File: src/rtl/core/top_n_longest_duration_tracker_core_macros.svh
// ---------------------------------------------------------------------------
// Assertion macros for the top-N duration tracker
// Shared property shapes, clocked on clock and disabled during reset.
// ---------------------------------------------------------------------------
`ifndef TOP_N_LONGEST_DURATION_TRACKER_CORE_MACROS_SVH
`define TOP_N_LONGEST_DURATION_TRACKER_CORE_MACROS_SVH

// same-cycle implication
`define NTL_ASSERT_NOW(label, ante, cons, msg) \
   label: assert property (@(posedge clock) disable iff (reset) (ante) |-> (cons)) \
      else $error(msg);

// next-cycle implication
`define NTL_ASSERT_NEXT(label, ante, cons, msg) \
   label: assert property (@(posedge clock) disable iff (reset) (ante) |=> (cons)) \
      else $error(msg);

`endif

File: src/rtl/core/ntl_pkg.sv
// ---------------------------------------------------------------------------
// ntl_pkg
// Constants, codes and shared types of the top-N duration tracker.
// ---------------------------------------------------------------------------
package ntl_pkg;

   localparam int TOP_N         = 16;
   localparam int TIME_BITS     = 48;
   localparam int TAG_BITS      = 16;
   localparam int RANK_BITS     = 4;
   localparam int CNT_BITS      = 5;
   localparam int STMT_BITS     = 32;
   localparam int SUM_BITS      = 64;
   localparam int CSR_IDX_BITS  = 2;
   localparam int CSR_DATA_BITS = 5;

   localparam logic [CNT_BITS-1:0] RESET_RANKS = CNT_BITS'(10);

   localparam logic KIND_RELEASE = 1'b0;
   localparam logic KIND_REPORT  = 1'b1;

   typedef enum logic [1:0] {
      OP_START  = 2'd0,
      OP_REPLY  = 2'd1,
      OP_REPORT = 2'd2
   } opcode_type;

   typedef enum logic [CSR_IDX_BITS-1:0] {
      CSR_ENABLED      = CSR_IDX_BITS'(0),
      CSR_ACTIVE_COUNT = CSR_IDX_BITS'(1)
   } csr_index_type;

   typedef enum logic [1:0] {
      ST_IDLE,
      ST_EXEC,
      ST_REPORT
   } state_type;

   typedef struct packed {
      logic                 valid;
      logic [TIME_BITS-1:0] duration;
      logic [TAG_BITS-1:0]  tag;
   } entry_type;

   // control from the sequencer to the cell row
   typedef struct packed {
      logic                 en;
      logic [TIME_BITS-1:0] duration;
      logic [TAG_BITS-1:0]  tag;
      logic [CNT_BITS-1:0]  ranks;
      logic [RANK_BITS-1:0] rd_idx;
   } ins_ctrl_type;

   // status from the cell row back to the sequencer
   typedef struct packed {
      logic      placed;
      entry_type rd_entry;
   } chain_stat_type;

   // clamp the programmed rank count to 1..TOP_N
   function automatic logic [CNT_BITS-1:0] rank_count(input logic [CNT_BITS-1:0] ac);
      logic [CNT_BITS-1:0] n;
      n = ac;
      if (ac == '0) n = CNT_BITS'(1);
      else if (ac > CNT_BITS'(TOP_N)) n = CNT_BITS'(TOP_N);
      return n;
   endfunction

endpackage

File: src/rtl/core/ntl_req_if.sv
// ---------------------------------------------------------------------------
// ntl_req_if
// Request channel: opcode, timestamp, tag and selection flag.
// ---------------------------------------------------------------------------
interface ntl_req_if;
   logic                          valid;
   logic                          ready;
   logic [1:0]                    opcode;
   logic [ntl_pkg::TIME_BITS-1:0] timestamp;
   logic [ntl_pkg::TAG_BITS-1:0]  request_tag;
   logic                          selected;

   modport source (output valid, output opcode, output timestamp, output request_tag,
                   output selected, input ready);
   modport sink (input valid, input opcode, input timestamp, input request_tag,
                 input selected, output ready);
endinterface

File: src/rtl/core/ntl_rsp_if.sv
// ---------------------------------------------------------------------------
// ntl_rsp_if
// Response channel: release notices and report entries.
// ---------------------------------------------------------------------------
interface ntl_rsp_if;
   logic                          valid;
   logic                          ready;
   logic                          kind;
   logic [ntl_pkg::RANK_BITS-1:0] rank;
   logic [ntl_pkg::TIME_BITS-1:0] duration;
   logic [ntl_pkg::TAG_BITS-1:0]  tag;
   logic                          tag_valid;
   logic                          last;
   logic [ntl_pkg::STMT_BITS-1:0] statement_count;
   logic [ntl_pkg::SUM_BITS-1:0]  total_time;

   modport source (output valid, output kind, output rank, output duration, output tag,
                   output tag_valid, output last, output statement_count,
                   output total_time, input ready);
   modport sink (input valid, input kind, input rank, input duration, input tag,
                 input tag_valid, input last, input statement_count,
                 input total_time, output ready);
endinterface

File: src/rtl/core/ntl_csr_if.sv
// ---------------------------------------------------------------------------
// ntl_csr_if
// Register write channel: index and write data.
// ---------------------------------------------------------------------------
interface ntl_csr_if;
   logic                              valid;
   logic                              ready;
   logic [ntl_pkg::CSR_IDX_BITS-1:0]  index;
   logic [ntl_pkg::CSR_DATA_BITS-1:0] data;

   modport source (output valid, output index, output data, input ready);
   modport sink (input valid, input index, input data, output ready);
endinterface

File: src/rtl/core/ntl_cell.sv
// ---------------------------------------------------------------------------
// ntl_cell
// One rank of the sorted table: compares, takes the new entry or the one
// handed down by its upper neighbor.
// ---------------------------------------------------------------------------
module ntl_cell (
   input  logic                clock,
   input  logic                reset,
   input  logic                en,
   input  logic                active,
   input  ntl_pkg::entry_type  new_entry,
   input  ntl_pkg::entry_type  up_entry,
   input  logic                hit_in,
   output logic                hit_out,
   output logic                load_new,
   output ntl_pkg::entry_type  entry
);

   ntl_pkg::entry_type entry_ff;
   ntl_pkg::entry_type entry_in;
   logic               take;
   logic               shift;

   // empty slot or strictly shorter entry: new request belongs here or above
   assign take     = active & (~entry_ff.valid | (entry_ff.duration < new_entry.duration));
   assign hit_out  = hit_in | take;
   assign load_new = en & take & ~hit_in;
   assign shift    = en & active & hit_in;
   assign entry    = entry_ff;

   always_comb begin
      entry_in = entry_ff;
      if (shift) begin
         entry_in = up_entry;
      end else if (load_new) begin
         entry_in = new_entry;
      end
   end

   always_ff @(posedge clock) begin
      if (reset) begin
         entry_ff.valid <= 1'b0;
      end else begin
         entry_ff <= entry_in;
      end
   end

endmodule

File: src/rtl/core/ntl_chain.sv
// ---------------------------------------------------------------------------
// ntl_chain
// Row of rank cells; each cell hands its entry to the next one down.
// ---------------------------------------------------------------------------
`include "top_n_longest_duration_tracker_core_macros.svh"

module ntl_chain (
   input  logic                    clock,
   input  logic                    reset,
   input  ntl_pkg::ins_ctrl_type   ctrl,
   output ntl_pkg::chain_stat_type stat
);

   ntl_pkg::entry_type             cell_q [ntl_pkg::TOP_N];
   ntl_pkg::entry_type             new_entry;
   logic [ntl_pkg::TOP_N:0]        hit_chain;
   logic [ntl_pkg::TOP_N-1:0]      load_new;
   logic [ntl_pkg::TOP_N-1:0]      valid_vec;

   assign new_entry.valid    = 1'b1;
   assign new_entry.duration = ctrl.duration;
   assign new_entry.tag      = ctrl.tag;
   assign hit_chain[0]       = 1'b0;

   for (genvar i = 0; i < ntl_pkg::TOP_N; i++) begin : g_cell
      ntl_pkg::entry_type up_entry;
      logic               active;

      if (i == 0) begin : g_head
         assign up_entry = '0;
      end else begin : g_body
         assign up_entry = cell_q[i-1];
      end

      assign active       = (ntl_pkg::CNT_BITS'(i) < ctrl.ranks);
      assign valid_vec[i] = cell_q[i].valid;

      ntl_cell u_cell (
         .clock     (clock),
         .reset     (reset),
         .en        (ctrl.en),
         .active    (active),
         .new_entry (new_entry),
         .up_entry  (up_entry),
         .hit_in    (hit_chain[i]),
         .hit_out   (hit_chain[i+1]),
         .load_new  (load_new[i]),
         .entry     (cell_q[i])
      );
   end

   assign stat.placed   = hit_chain[ntl_pkg::TOP_N];
   assign stat.rd_entry = cell_q[ctrl.rd_idx];

   `NTL_ASSERT_NOW(a_single_insert, 1'b1, $onehot0(load_new), "new entry written to more than one rank")
   `NTL_ASSERT_NEXT(a_hold_when_idle, !ctrl.en, $stable(valid_vec), "table changed without an insert")
   `NTL_ASSERT_NEXT(a_insert_fills, ctrl.en && stat.placed, valid_vec != '0, "insert left table empty")

endmodule

File: src/rtl/core/top_n_longest_duration_tracker_core.sv
// ---------------------------------------------------------------------------
// top_n_longest_duration_tracker_core
// Start and reply requests are accepted, then executed; a reply waits in
// execute until the output register is free, and its release notice is
// registered as it leaves execute. A report streams one rank per cycle,
// while the response channel is ready, through the single read port of the
// cell row; replies insert into that row. Synchronous reset clears the
// table, pending request and totals; enabled comes up 1 and the rank count 10.
// ---------------------------------------------------------------------------
`include "top_n_longest_duration_tracker_core_macros.svh"

module top_n_longest_duration_tracker_core (
   input  logic        clock,
   input  logic        reset,
   ntl_req_if.sink     req_ch,
   ntl_rsp_if.source   rsp_ch,
   ntl_csr_if.sink     csr_ch
);

   typedef struct packed {
      logic                          kind;
      logic [ntl_pkg::RANK_BITS-1:0] rank;
      logic [ntl_pkg::TIME_BITS-1:0] duration;
      logic [ntl_pkg::TAG_BITS-1:0]  tag;
      logic                          tag_valid;
      logic                          last;
      logic [ntl_pkg::STMT_BITS-1:0] statement_count;
      logic [ntl_pkg::SUM_BITS-1:0]  total_time;
   } rsp_payload_type;

   ntl_pkg::state_type               state_ff, state_in;
   logic                             enabled_ff;
   logic [ntl_pkg::CNT_BITS-1:0]     active_count_ff;
   ntl_pkg::opcode_type              op_ff, op_in;
   logic                             sel_ff, sel_in;
   logic [ntl_pkg::TAG_BITS-1:0]     tag_ff, tag_in;
   logic [ntl_pkg::TIME_BITS-1:0]    ts_ff, ts_in;
   logic [ntl_pkg::TIME_BITS-1:0]    dur_ff, dur_in;
   logic [ntl_pkg::TIME_BITS-1:0]    start_time_ff, start_time_in;
   logic                             pending_valid_ff, pending_valid_in;
   logic [ntl_pkg::TAG_BITS-1:0]     pending_tag_ff, pending_tag_in;
   logic [ntl_pkg::STMT_BITS-1:0]    stmt_ff, stmt_in;
   logic [ntl_pkg::SUM_BITS-1:0]     sum_ff, sum_in;
   logic [ntl_pkg::CNT_BITS-1:0]     rank_cnt_ff, rank_cnt_in;
   logic                             out_valid_ff, out_valid_in;
   rsp_payload_type                  out_ff, out_in;

   logic                             req_accept;
   logic                             out_free;
   logic                             ins_en;
   logic [ntl_pkg::CNT_BITS-1:0]     ranks;
   logic [ntl_pkg::CNT_BITS-1:0]     ranks_m1;
   logic [ntl_pkg::SUM_BITS:0]       sum_wide;
   logic [ntl_pkg::SUM_BITS-1:0]     sum_sat;
   ntl_pkg::ins_ctrl_type            ins;
   ntl_pkg::chain_stat_type          stat;

   assign req_ch.ready = (state_ff == ntl_pkg::ST_IDLE);
   assign req_accept   = req_ch.valid & req_ch.ready;
   assign out_free     = ~out_valid_ff | rsp_ch.ready;
   assign ranks        = ntl_pkg::rank_count(active_count_ff);
   assign ranks_m1     = ranks - ntl_pkg::CNT_BITS'(1);
   assign sum_wide     = {1'b0, sum_ff} + (ntl_pkg::SUM_BITS+1)'(dur_ff);
   assign sum_sat      = sum_wide[ntl_pkg::SUM_BITS] ? '1 : sum_wide[ntl_pkg::SUM_BITS-1:0];

   assign ins.en       = ins_en;
   assign ins.duration = dur_ff;
   assign ins.tag      = pending_tag_ff;
   assign ins.ranks    = ranks;
   // report walks the ranks; a reply looks at the last rank for eviction
   assign ins.rd_idx   = (state_ff == ntl_pkg::ST_REPORT) ?
                         rank_cnt_ff[ntl_pkg::RANK_BITS-1:0] :
                         ranks_m1[ntl_pkg::RANK_BITS-1:0];

   ntl_chain u_chain (
      .clock (clock),
      .reset (reset),
      .ctrl  (ins),
      .stat  (stat)
   );

   // next state
   always_comb begin
      state_in = state_ff;
      unique case (state_ff)
         ntl_pkg::ST_IDLE: begin
            if (req_accept) state_in = ntl_pkg::ST_EXEC;
         end
         ntl_pkg::ST_EXEC: begin
            case (op_ff)
               ntl_pkg::OP_REPLY: begin
                  if (out_free) state_in = ntl_pkg::ST_IDLE;
               end
               ntl_pkg::OP_REPORT: state_in = ntl_pkg::ST_REPORT;
               default: state_in = ntl_pkg::ST_IDLE;
            endcase
         end
         ntl_pkg::ST_REPORT: begin
            if (out_free && rank_cnt_ff == ranks_m1) state_in = ntl_pkg::ST_IDLE;
         end
         default: state_in = ntl_pkg::ST_IDLE;
      endcase
   end

   // datapath and outputs
   always_comb begin
      op_in            = op_ff;
      sel_in           = sel_ff;
      tag_in           = tag_ff;
      ts_in            = ts_ff;
      dur_in           = dur_ff;
      start_time_in    = start_time_ff;
      pending_valid_in = pending_valid_ff;
      pending_tag_in   = pending_tag_ff;
      stmt_in          = stmt_ff;
      sum_in           = sum_ff;
      rank_cnt_in      = rank_cnt_ff;
      out_valid_in     = out_valid_ff;
      out_in           = out_ff;
      ins_en           = 1'b0;

      if (rsp_ch.valid && rsp_ch.ready) out_valid_in = 1'b0;

      unique case (state_ff)
         ntl_pkg::ST_IDLE: begin
            if (req_accept) begin
               op_in  = ntl_pkg::opcode_type'(req_ch.opcode);
               sel_in = req_ch.selected;
               tag_in = req_ch.request_tag;
               ts_in  = req_ch.timestamp;
               // wraps when time runs backwards
               dur_in = req_ch.timestamp - start_time_ff;
            end
         end
         ntl_pkg::ST_EXEC: begin
            case (op_ff)
               ntl_pkg::OP_START: begin
                  if (enabled_ff && sel_ff) begin
                     if (stmt_ff != '1) stmt_in = stmt_ff + ntl_pkg::STMT_BITS'(1);
                     pending_valid_in = 1'b1;
                     pending_tag_in   = tag_ff;
                     start_time_in    = ts_ff;
                  end
               end
               ntl_pkg::OP_REPLY: begin
                  if (out_free) begin
                     out_valid_in           = 1'b1;
                     out_in.kind            = ntl_pkg::KIND_RELEASE;
                     out_in.rank            = '0;
                     out_in.last            = 1'b1;
                     out_in.statement_count = stmt_ff;
                     out_in.duration        = '0;
                     out_in.tag             = '0;
                     out_in.tag_valid       = 1'b0;
                     if (pending_valid_ff) begin
                        ins_en           = 1'b1;
                        sum_in           = sum_sat;
                        pending_valid_in = 1'b0;
                        pending_tag_in   = '0;
                        if (!stat.placed) begin
                           // rejected: release the new request itself
                           out_in.duration  = dur_ff;
                           out_in.tag       = pending_tag_ff;
                           out_in.tag_valid = 1'b1;
                        end else if (stat.rd_entry.valid) begin
                           // evict the shortest ranked entry
                           out_in.duration  = stat.rd_entry.duration;
                           out_in.tag       = stat.rd_entry.tag;
                           out_in.tag_valid = 1'b1;
                        end else begin
                           out_in.duration  = dur_ff;
                        end
                     end
                     out_in.total_time = sum_in;
                  end
               end
               ntl_pkg::OP_REPORT: rank_cnt_in = '0;
               default: ;
            endcase
         end
         ntl_pkg::ST_REPORT: begin
            if (out_free) begin
               out_valid_in           = 1'b1;
               out_in.kind            = ntl_pkg::KIND_REPORT;
               out_in.rank            = rank_cnt_ff[ntl_pkg::RANK_BITS-1:0];
               out_in.duration        = stat.rd_entry.valid ? stat.rd_entry.duration : '0;
               out_in.tag             = stat.rd_entry.valid ? stat.rd_entry.tag : '0;
               out_in.tag_valid       = stat.rd_entry.valid;
               out_in.last            = (rank_cnt_ff == ranks_m1);
               out_in.statement_count = stmt_ff;
               out_in.total_time      = sum_ff;
               rank_cnt_in            = rank_cnt_ff + ntl_pkg::CNT_BITS'(1);
            end
         end
         default: ;
      endcase
   end

   always_ff @(posedge clock) begin
      if (reset) begin
         state_ff         <= ntl_pkg::ST_IDLE;
         enabled_ff       <= 1'b1;
         active_count_ff  <= ntl_pkg::RESET_RANKS;
         pending_valid_ff <= 1'b0;
         pending_tag_ff   <= '0;
         start_time_ff    <= '0;
         stmt_ff          <= '0;
         sum_ff           <= '0;
         rank_cnt_ff      <= '0;
         out_valid_ff     <= 1'b0;
      end else begin
         state_ff         <= state_in;
         pending_valid_ff <= pending_valid_in;
         pending_tag_ff   <= pending_tag_in;
         start_time_ff    <= start_time_in;
         stmt_ff          <= stmt_in;
         sum_ff           <= sum_in;
         rank_cnt_ff      <= rank_cnt_in;
         out_valid_ff     <= out_valid_in;
         if (csr_ch.valid && csr_ch.ready) begin
            unique case (ntl_pkg::csr_index_type'(csr_ch.index))
               ntl_pkg::CSR_ENABLED:      enabled_ff      <= csr_ch.data[0];
               ntl_pkg::CSR_ACTIVE_COUNT: active_count_ff <= csr_ch.data;
               default: ;
            endcase
         end
      end
   end

   always_ff @(posedge clock) begin
      op_ff  <= op_in;
      sel_ff <= sel_in;
      tag_ff <= tag_in;
      ts_ff  <= ts_in;
      dur_ff <= dur_in;
      out_ff <= out_in;
   end

   assign csr_ch.ready           = 1'b1;
   assign rsp_ch.valid           = out_valid_ff;
   assign rsp_ch.kind            = out_ff.kind;
   assign rsp_ch.rank            = out_ff.rank;
   assign rsp_ch.duration        = out_ff.duration;
   assign rsp_ch.tag             = out_ff.tag;
   assign rsp_ch.tag_valid       = out_ff.tag_valid;
   assign rsp_ch.last            = out_ff.last;
   assign rsp_ch.statement_count = out_ff.statement_count;
   assign rsp_ch.total_time      = out_ff.total_time;

   `NTL_ASSERT_NEXT(a_stmt_monotone, 1'b1, stmt_ff >= $past(stmt_ff), "statement count decreased")
   `NTL_ASSERT_NEXT(a_sum_monotone, 1'b1, sum_ff >= $past(sum_ff), "total time decreased")
   `NTL_ASSERT_NOW(a_report_last_rank, rsp_ch.valid && rsp_ch.kind == ntl_pkg::KIND_REPORT && rsp_ch.last, rsp_ch.rank == ranks_m1[ntl_pkg::RANK_BITS-1:0], "report ended at wrong rank")
   `NTL_ASSERT_NEXT(a_reply_clears_pending, ins.en, !pending_valid_ff, "pending request survived its reply")

endmodule
File: src/flat_wrapper.sv
// flat-port wrapper written by rule: the top's interface ports become plain ports
module top_n_longest_duration_tracker_core_flat 
  (clock, reset, req_ch_valid, req_ch_opcode, req_ch_timestamp, req_ch_request_tag, req_ch_selected, req_ch_ready, rsp_ch_valid, rsp_ch_kind, rsp_ch_rank, rsp_ch_duration, rsp_ch_tag, rsp_ch_tag_valid, rsp_ch_last, rsp_ch_statement_count, rsp_ch_total_time, rsp_ch_ready, csr_ch_valid, csr_ch_index, csr_ch_data, csr_ch_ready);
  ntl_req_if req_ch_i ();
  ntl_rsp_if rsp_ch_i ();
  ntl_csr_if csr_ch_i ();
  input  logic clock;
  input  logic reset;
  input wire logic [$bits(req_ch_i.valid)-1:0] req_ch_valid;
  input wire logic [$bits(req_ch_i.opcode)-1:0] req_ch_opcode;
  input wire logic [$bits(req_ch_i.timestamp)-1:0] req_ch_timestamp;
  input wire logic [$bits(req_ch_i.request_tag)-1:0] req_ch_request_tag;
  input wire logic [$bits(req_ch_i.selected)-1:0] req_ch_selected;
  output wire logic [$bits(req_ch_i.ready)-1:0] req_ch_ready;
  output wire logic [$bits(rsp_ch_i.valid)-1:0] rsp_ch_valid;
  output wire logic [$bits(rsp_ch_i.kind)-1:0] rsp_ch_kind;
  output wire logic [$bits(rsp_ch_i.rank)-1:0] rsp_ch_rank;
  output wire logic [$bits(rsp_ch_i.duration)-1:0] rsp_ch_duration;
  output wire logic [$bits(rsp_ch_i.tag)-1:0] rsp_ch_tag;
  output wire logic [$bits(rsp_ch_i.tag_valid)-1:0] rsp_ch_tag_valid;
  output wire logic [$bits(rsp_ch_i.last)-1:0] rsp_ch_last;
  output wire logic [$bits(rsp_ch_i.statement_count)-1:0] rsp_ch_statement_count;
  output wire logic [$bits(rsp_ch_i.total_time)-1:0] rsp_ch_total_time;
  input wire logic [$bits(rsp_ch_i.ready)-1:0] rsp_ch_ready;
  input wire logic [$bits(csr_ch_i.valid)-1:0] csr_ch_valid;
  input wire logic [$bits(csr_ch_i.index)-1:0] csr_ch_index;
  input wire logic [$bits(csr_ch_i.data)-1:0] csr_ch_data;
  output wire logic [$bits(csr_ch_i.ready)-1:0] csr_ch_ready;
  assign req_ch_i.valid = req_ch_valid;
  assign req_ch_i.opcode = req_ch_opcode;
  assign req_ch_i.timestamp = req_ch_timestamp;
  assign req_ch_i.request_tag = req_ch_request_tag;
  assign req_ch_i.selected = req_ch_selected;
  assign req_ch_ready = req_ch_i.ready;
  assign rsp_ch_valid = rsp_ch_i.valid;
  assign rsp_ch_kind = rsp_ch_i.kind;
  assign rsp_ch_rank = rsp_ch_i.rank;
  assign rsp_ch_duration = rsp_ch_i.duration;
  assign rsp_ch_tag = rsp_ch_i.tag;
  assign rsp_ch_tag_valid = rsp_ch_i.tag_valid;
  assign rsp_ch_last = rsp_ch_i.last;
  assign rsp_ch_statement_count = rsp_ch_i.statement_count;
  assign rsp_ch_total_time = rsp_ch_i.total_time;
  assign rsp_ch_i.ready = rsp_ch_ready;
  assign csr_ch_i.valid = csr_ch_valid;
  assign csr_ch_i.index = csr_ch_index;
  assign csr_ch_i.data = csr_ch_data;
  assign csr_ch_ready = csr_ch_i.ready;
  top_n_longest_duration_tracker_core u_core (.clock(clock), .reset(reset), .req_ch(req_ch_i), .rsp_ch(rsp_ch_i), .csr_ch(csr_ch_i));
endmodule
File: config.mk
export PLATFORM = sky130hd
export DESIGN_NAME = top_n_longest_duration_tracker_core_flat
export DESIGN_NICKNAME = d
export VERILOG_FILES = /design/src/rtl/core/ntl_pkg.sv /design/src/rtl/core/ntl_req_if.sv /design/src/rtl/core/ntl_rsp_if.sv /design/src/rtl/core/ntl_csr_if.sv /design/src/rtl/core/ntl_cell.sv /design/src/rtl/core/ntl_chain.sv /design/src/rtl/core/top_n_longest_duration_tracker_core.sv /design/src/flat_wrapper.sv
export VERILOG_INCLUDE_DIRS = /design/src /design/src/rtl/core
export SDC_FILE = /design/constraint.sdc
export NUM_CORES = 2
export LEC_CHECK = 0
export BUFFER_PORTS_ARGS = -buffer_cell sky130_fd_sc_hd__buf_4
export CORE_UTILIZATION = 40
export CTS_BUF_LIST = sky130_fd_sc_hd__clkbuf_4 sky130_fd_sc_hd__clkbuf_8
export DETAILED_ROUTE_END_ITERATION = 8
export GPL_TIMING_DRIVEN = 0
export REMOVE_ABC_BUFFERS = 1
export SYNTH_ARGS = -nofsm -noshare
export SYNTH_HDL_FRONTEND = slang
export SYNTH_SLANG_ARGS = --single-unit
File: constraint.sdc
create_clock -name clock -period 30 [get_ports clock]
set_input_delay 9 -clock clock [delete_from_list [all_inputs] [get_ports clock]]
set_output_delay 9 -clock clock [all_outputs]
set_load 0.01 [all_outputs]
**Word level (Yosys, flattened, before mapping)**

Index checks and enable logic that the tools add are counted.

- Eq/ne operators: 17
- Reduce and logical (&&, ||, !) cells: 51
- Add/subtract/negate cells: 5
- Shift operators: 0
- Multipliers: 0
- Mux-type cells: 71
- Div/mod/pow operators: 0
- Order comparisons: 34
- Bitwise logic cells: 144

Operators with widths:

| operator | number |
|---|---|
| $mux W65 | 34 |
| $lt A48 B48 Y1 | 16 |
| $mux W167 | 3 |
| $pmux W167 S2 | 1 |
| $bmux W65 S4 | 1 |
| $mux W64 | 2 |
| $mux W48 | 2 |
| $and A1 B1 Y1 | 78 |
| $add A64 B48 Y65 | 1 |
| $mux W16 | 4 |
| $sub A48 B48 Y48 | 1 |
| $lt A4 B5 Y1 const A | 8 |
| $reduce_and A2 Y1 | 19 |
| $reduce_bool A2 Y1 | 17 |
| $not A1 Y1 | 33 |
| $add A32 B1 Y32 const B | 1 |
| $ne A32 B32 Y1 const B | 1 |
| $or A1 B1 Y1 | 32 |
| $pmux W16 S2 | 1 |
| $lt A3 B5 Y1 const A | 4 |
| $mux W5 | 4 |
| $mux W17 | 1 |
| $ne A2 B1 Y1 const B | 6 |
| $reduce_and A3 Y1 | 4 |
| other kinds (24) | 48 |

- Bits in writable memories: 0
- Bits of input ports: 79
- Bits in latches: 0
- Memories: 0
- ROM bits: 0
- Flip-flop bits (word level): 1497

**Longest topological paths before layout**

- Word-level depth: 25
- Mapped depth: 16

**Modules after synthesis**

Synthesis repeated with hierarchy kept, for this count alone.

- Cell total of the unflattened synthesis: 7829
- Area total of the unflattened synthesis: 94045.2 µm²

By module, submodules not included:

| module | area each (µm²) | cells each | seq. area each (µm²) | times used |
|---|---|---|---|---|
| ntl_cell at u_core.u_chain.g_cell[0].u_cell ... | 3946.3 | 312 | 1941.9 | 15 |
| top_n_longest_duration_tracker_core | 23162.2 | 2255 | 11971.5 | 1 |
| ntl_chain | 7762.4 | 578 | 0.0 | 1 |
| ntl_cell at u_core.u_chain.g_cell[4].u_cell | 3926.3 | 316 | 1941.9 | 1 |

**Least setup slack after synthesis**

OpenSTA, ideal clock, no wires.

- Kind: input to register
- From: in rsp_ch_ready
- To: reg u_core.u_chain.g_cell[7].u_cell.entry_ff, in the netlist u_core.u_chain.g_cell[7].u_cell.entry[0] (enable)
- Stages on the path: 6
- Path slack: 9374 ps
- Required time: 29171 ps
- Setup time: 829 ps
- Arrival: 19797 ps
- Path buffers: 2
- Cell sequence: nor2b_1 nor2_1 nand2_1 clkbuf_1 clkbuf_1 a2111oi_0

- Longest elaborated chain between the ends: 8
- Elaborated cells on any way between the ends: 10

Ends and longest elaborated chain:

| item | RTL line | text |
|---|---|---|
| from (decl) | flat_wrapper.sv:24 | `input wire logic [$bits(rsp_ch_i.ready)-1:0] rsp_ch_ready;` |
| $or A1 B1 Y1 * | top_n_longest_duration_tracker_core.sv:60 | `assign out_free = ~out_valid_ff \| rsp_ch.ready;` |
| $mux W1 * | top_n_longest_duration_tracker_core.sv:146 | `if (out_free) begin` |
| $mux W1 * | top_n_longest_duration_tracker_core.sv:136 | `case (op_ff)` |
| $mux W1 * | top_n_longest_duration_tracker_core.sv:124 | `unique case (state_ff)` |
| $and A1 B1 Y1, on equally long branches (2 in a row) | ntl_cell.sv:28, ntl_cell.sv:27 |  |
| $reduce_bool A2 Y1 (no source line) * | n/a |  |
| $reduce_and A2 Y1 (no source line) * | n/a |  |
| to (signal assigned) | ntl_cell.sv:44 | `entry_ff <= entry_in;` |
| to (decl) | ntl_cell.sv:19 | `ntl_pkg::entry_type entry_ff;` |

Every way passes the cells marked *; elsewhere a longest branch is shown, timed or not.
A chain may end at the register's enable or synchronous reset.

**Final worst setup path**

- From: in rsp_ch_ready
- To: reg u_core.u_chain.g_cell[15].u_cell.entry_ff, in the netlist u_core.u_chain.g_cell[15].u_cell.entry[16] (enable)

- Longest elaborated chain between the ends: 8
- Elaborated cells on any way between the ends: 10

Ends and longest elaborated chain:

| item | RTL line |
|---|---|
| $or A1 B1 Y1 * | top_n_longest_duration_tracker_core.sv:60 |
| $mux W1 * | top_n_longest_duration_tracker_core.sv:146 |
| $mux W1 * | top_n_longest_duration_tracker_core.sv:136 |
| $mux W1 * | top_n_longest_duration_tracker_core.sv:124 |
| $and A1 B1 Y1, on equally long branches (2 in a row) | ntl_cell.sv:28, ntl_cell.sv:27 |
| $reduce_bool A2 Y1 (no source line) * | n/a |
| $reduce_and A2 Y1 (no source line) * | n/a |
| to (signal assigned) | ntl_cell.sv:44 |
| to (decl) | ntl_cell.sv:19 |

Marked as above.

==> flow_metrics.py <==
metrics = {
    "setup_path": {
        "worst_setup_path_start_kind": "primary input",
        "worstSetupEndpointType": "flip-flop",
        "crit_slowest_cell": "nor2_4",
        "path_common_cell": "buf_6",
        "critPathMaxFanout": 24,
        "crit_arrival_ns": 13.20,
        "path_cells": "buf_4, nand2b_1, nand3_1, nor2_4, nand2_1, nor3_2, buf_6, buf_6, buf_6, buf_6",
        "worstSetupPathType": "primary input to flip-flop",
        "path_delay_family": "simple AND/OR/NAND/NOR gates",
        "cp_num_buf_inv": 5,
        "reg2reg_slack_ns": 21.56,
        "critical-path-max-stage-delay_ns": 1.04,
        "worst_ep_required_time_ns": 30.69,
    },
    "clock_tree": {
        "hold_buffers": 0,
        "clock-sinks": 1497,
        "cts_max_level": 5,
        "clock_latency_ns": 1.05,
        "clock_path_buffers": 4,
        "post_cts_buffers": 0,
        "numCtsBuffers": 290,
        "postCtsResizedCells": 0,
        "clk_pin_slew_worst_paths_ns": 0.06,
        "cts_tree": "built",
        "cts-root-buf": "clkbuf_8",
    },
    "synth": {
        "syn_area_per_cell_sq_um": 12.3,
        "synth_area_sq_um": 91200,
        "synth_top_area_share_pct": 43.0,
        "synth_edf_count": 1306,
        "ys_types": 96,
        "yosysTopAreaCell": "edfxtp_1",
        "yosysSeqAreaShare_pct": 47.2,
        "yosys-top-cells-area": "edfxtp_1 (43%), ha_1 (12%), mux2_2 (8.6%), mux4_2 (6.4%), dfxtp_1 (4.2%)",
        "synthArstFlopShare_pct": 0,
        "ys_ff_latch": 1497,
        "ys.flop_type": "edfxtp_1",
        "synth_cells": 7419,
        "ys_warn_count": 0,
    },
    "global_routing": {
        "grt_pass1_vias": 66397,
        "antenna_found_initial": 14,
        "grt_max_degree": 118,
        "gr-total-overflow": 0,
        "grt_pass1_wl_um": 449000,
        "grtUsageTotal_pct": 26.4,
    },
    "cells_and_area": {
        "final_cell_area_sq_um": 105000,
        "fin_nets": 8737,
        "final_core_util_pct": 46.5,
        "layout-drive-gt1-share_pct": 25.0,
        "fill_cells": 20448,
        "area_delta_synth_final_pct": 15.1,
    },
    "die": {
        "die_area_sq_um": 230000,
        "io_pins": 249,
        "start_util_pct": 40.4,
        "fp.coreArea_sq_um": 226000,
        "die_h_um": 479,
        "die_x_um": 479,
        "rows": 174,
    },
    "placement": {
        "io_buffer_count": 247,
        "place_congestion": 0.936,
        "hpwl_um": 231000,
        "place_area_sq_um": 99500,
    },
    "route": {
        "drt_wl_total_um": 311000,
        "vias": 67493,
        "drt_iter0_drc": 7255,
        "dr.pass1.iters": 9,
        "drc": 1,
        "avgViaCountPerCell": 6.14,
        "ant_nets": 0,
        "wl_per_cell_um": 28.3,
    },
    "min_path": {
        "worstHoldPathType": "flip-flop to flip-flop",
    },
    "power_and_ir_drop": {
        "power_density_nw_per_um2": 48.1,
        "total_leakage_power_nw": 38.7,
        "ir_drop_uv": 34.5,
    },
    "sta": {
        "relSlewSlack_pct": -5.03,
        "period_share_pct": 41.7,
        "clock.fmax_ghz": 0.0800,
        "hold_viol_final": 0,
        "skew_ns": 0.0810,
        "worst-slew-pin-transition_ns": 1.57,
        "hold_ws_ns": 0.453,
        "final_max_slew_viol_count": 18,
        "layout_min_cycle_time_ns": 12.51,
        "finalSetupViolations": 0,
        "tns_ns": 0,
        "rsz0062_at_grt": "no",
    },
    "run": {
        "cap_violations": 1,
    },
    "status": {
        "failed_checks": "design-rule violations, max-capacitance violations, max-slew violations",
        "outcome": "complete, but fails checks",
    },
}
## flip-flops by register name, summed over array words and instances (netlist names), 2 cells and up
signal                              flops
u_core.rank_cnt_ff                      5
u_core.dur_ff                          48
u_core.start_time_ff                   48
u_core.ts_ff                           48
u_core.rsp_ch.duration                 48
u_core.rsp_ch.statement_count          32
u_core.pending_tag_ff                  16
u_core.active_count_ff                  5
u_core.rsp_ch.total_time               64
u_core.rsp_ch.rank                      4
u_core.tag_ff                          16
u_core.op_ff                            2
u_core.state_ff                         2
u_core.stmt_ff                         32
u_core.sum_ff                          64
u_core.u_chain.g_cell.u_cell.entry   1040
u_core.rsp_ch.tag                      16
## final cells by class
class                      instances  area (sq um)  share of cell area, %
multi-input combinational       5332         46100                   44.0
clock inverter                    75           359                  0.342
timing repair buffer             508          5930                   5.65
antenna                            7          17.5                 0.0167
sequential                      1497         43000                   41.0
inverter                         173           649                  0.619
clock buffer                     412          5060                   4.83
tap                             2992          3740                   3.57
## cells by family (layout without fill, tap and decap cells)
family	count (synthesis)	in the layout	share of synthesized area (%)
AO/OA/AOI/OAI	1662	1662	11.7
AND/OR/NAND/NOR	1529	1529	8.01
flip-flops	1497	1497	47.2
multiplexers	1163	1163	17.5
adder cells (fa/ha/maj)	856	856	11.8
buffers and inverters	590	1168	2.68
XOR/XNOR	121	121	1.16
other	1	8	0.00411
## metrics by stage
| stage | setup slack [ns] | cells | power, mW |
|---|---|---|---|
| detailed placement | 16.55 | 10501 | 3.07 |
| global placement | -17.16 | 10241 | 3.17 |
| CTS | 17.66 | 10988 | 5.08 |
| floorplan | 8.77 | 7002 | 2.87 |
| finish | 17.49 | 10996 | 5.05 |
| global route | 17.47 | 10993 | 5.23 |
## synth_stat cells (26+ instances only)
cell      number
nand4_1      123
dfxtp_1      191
clkbuf_1     268
nand2_1      588
a211oi_1     208
and4_1        26
nand3_1      120
nor2b_1       94
and2_1        79
and3_1        27
ha_1         854
mux2_1       126
nand2b_1      33
buf_2         95
buf_1         31
edfxtp_1    1306
a311o_1       62
inv_1        171
nor3_1        76
xnor2_1       73
o21ai_0      372
mux4_2       260
a31oi_1       49
o211ai_1      47
mux2_2       695
o21a_1        36
mux2i_1       82
a21o_1       154
xor2_1        48
a21oi_1      493
nor2_1       276
## placed cells by master, fill, tap and decap left out, types with 94 or more instances in the layout
master / count
a211oi_1: 206
a21o_1: 153
a21oi_1: 490
buf_4: 304
clkbuf_4: 97
clkbuf_8: 315
dfxtp_1: 190
edfxtp_1: 1306
ha_1: 853
inv_1: 170
mux2_1: 126
mux2_2: 694
mux4_2: 260
nand2_1: 585
nand3_1: 120
nand4_1: 123
nor2_1: 271
nor2b_1: 94
o21ai_0: 372
## worst min-delay path: stages (launching register included)
cell	delay, ns
dfxtp_1	0.30
nand2_1	0.05
a21oi_1	0.05
## per-layer routing
metal  vias to the layer above  track usage, %  routed length (um)
met1                     33979            35.0              128000
met3                       641            5.67               27500
li1                      29833               -                   -
met5                         -               0                  42
met4                         6            11.8               14300
met2                      3034            41.3              141000
## power by group
group	leakage, nW	total, mW	internal (mW)	switching (mW)
clock	2.91	2.01	1.09	0.921
sequential	13.4	2.36	2.30	0.0578
combinational	22.4	0.678	0.288	0.390
## worst paths after layout
| path | cells past startpoint | startpoint | to |
|---|---|---|---|
| worst min register to register | 2 | u_core.start_time_ff[46] | u_core.start_time_ff[46] |
| worst max register to register | 11 | u_core.dur_ff[46] | u_core.rsp_ch.tag[0] |
| worst min-delay path | 2 | u_core.start_time_ff[46] | u_core.start_time_ff[46] |
| worst max-delay path | 10 | rsp_ch_ready | u_core.u_chain.g_cell[15].u_cell.entry[16] |
Note: power is estimated with default switching activity, not from simulation.
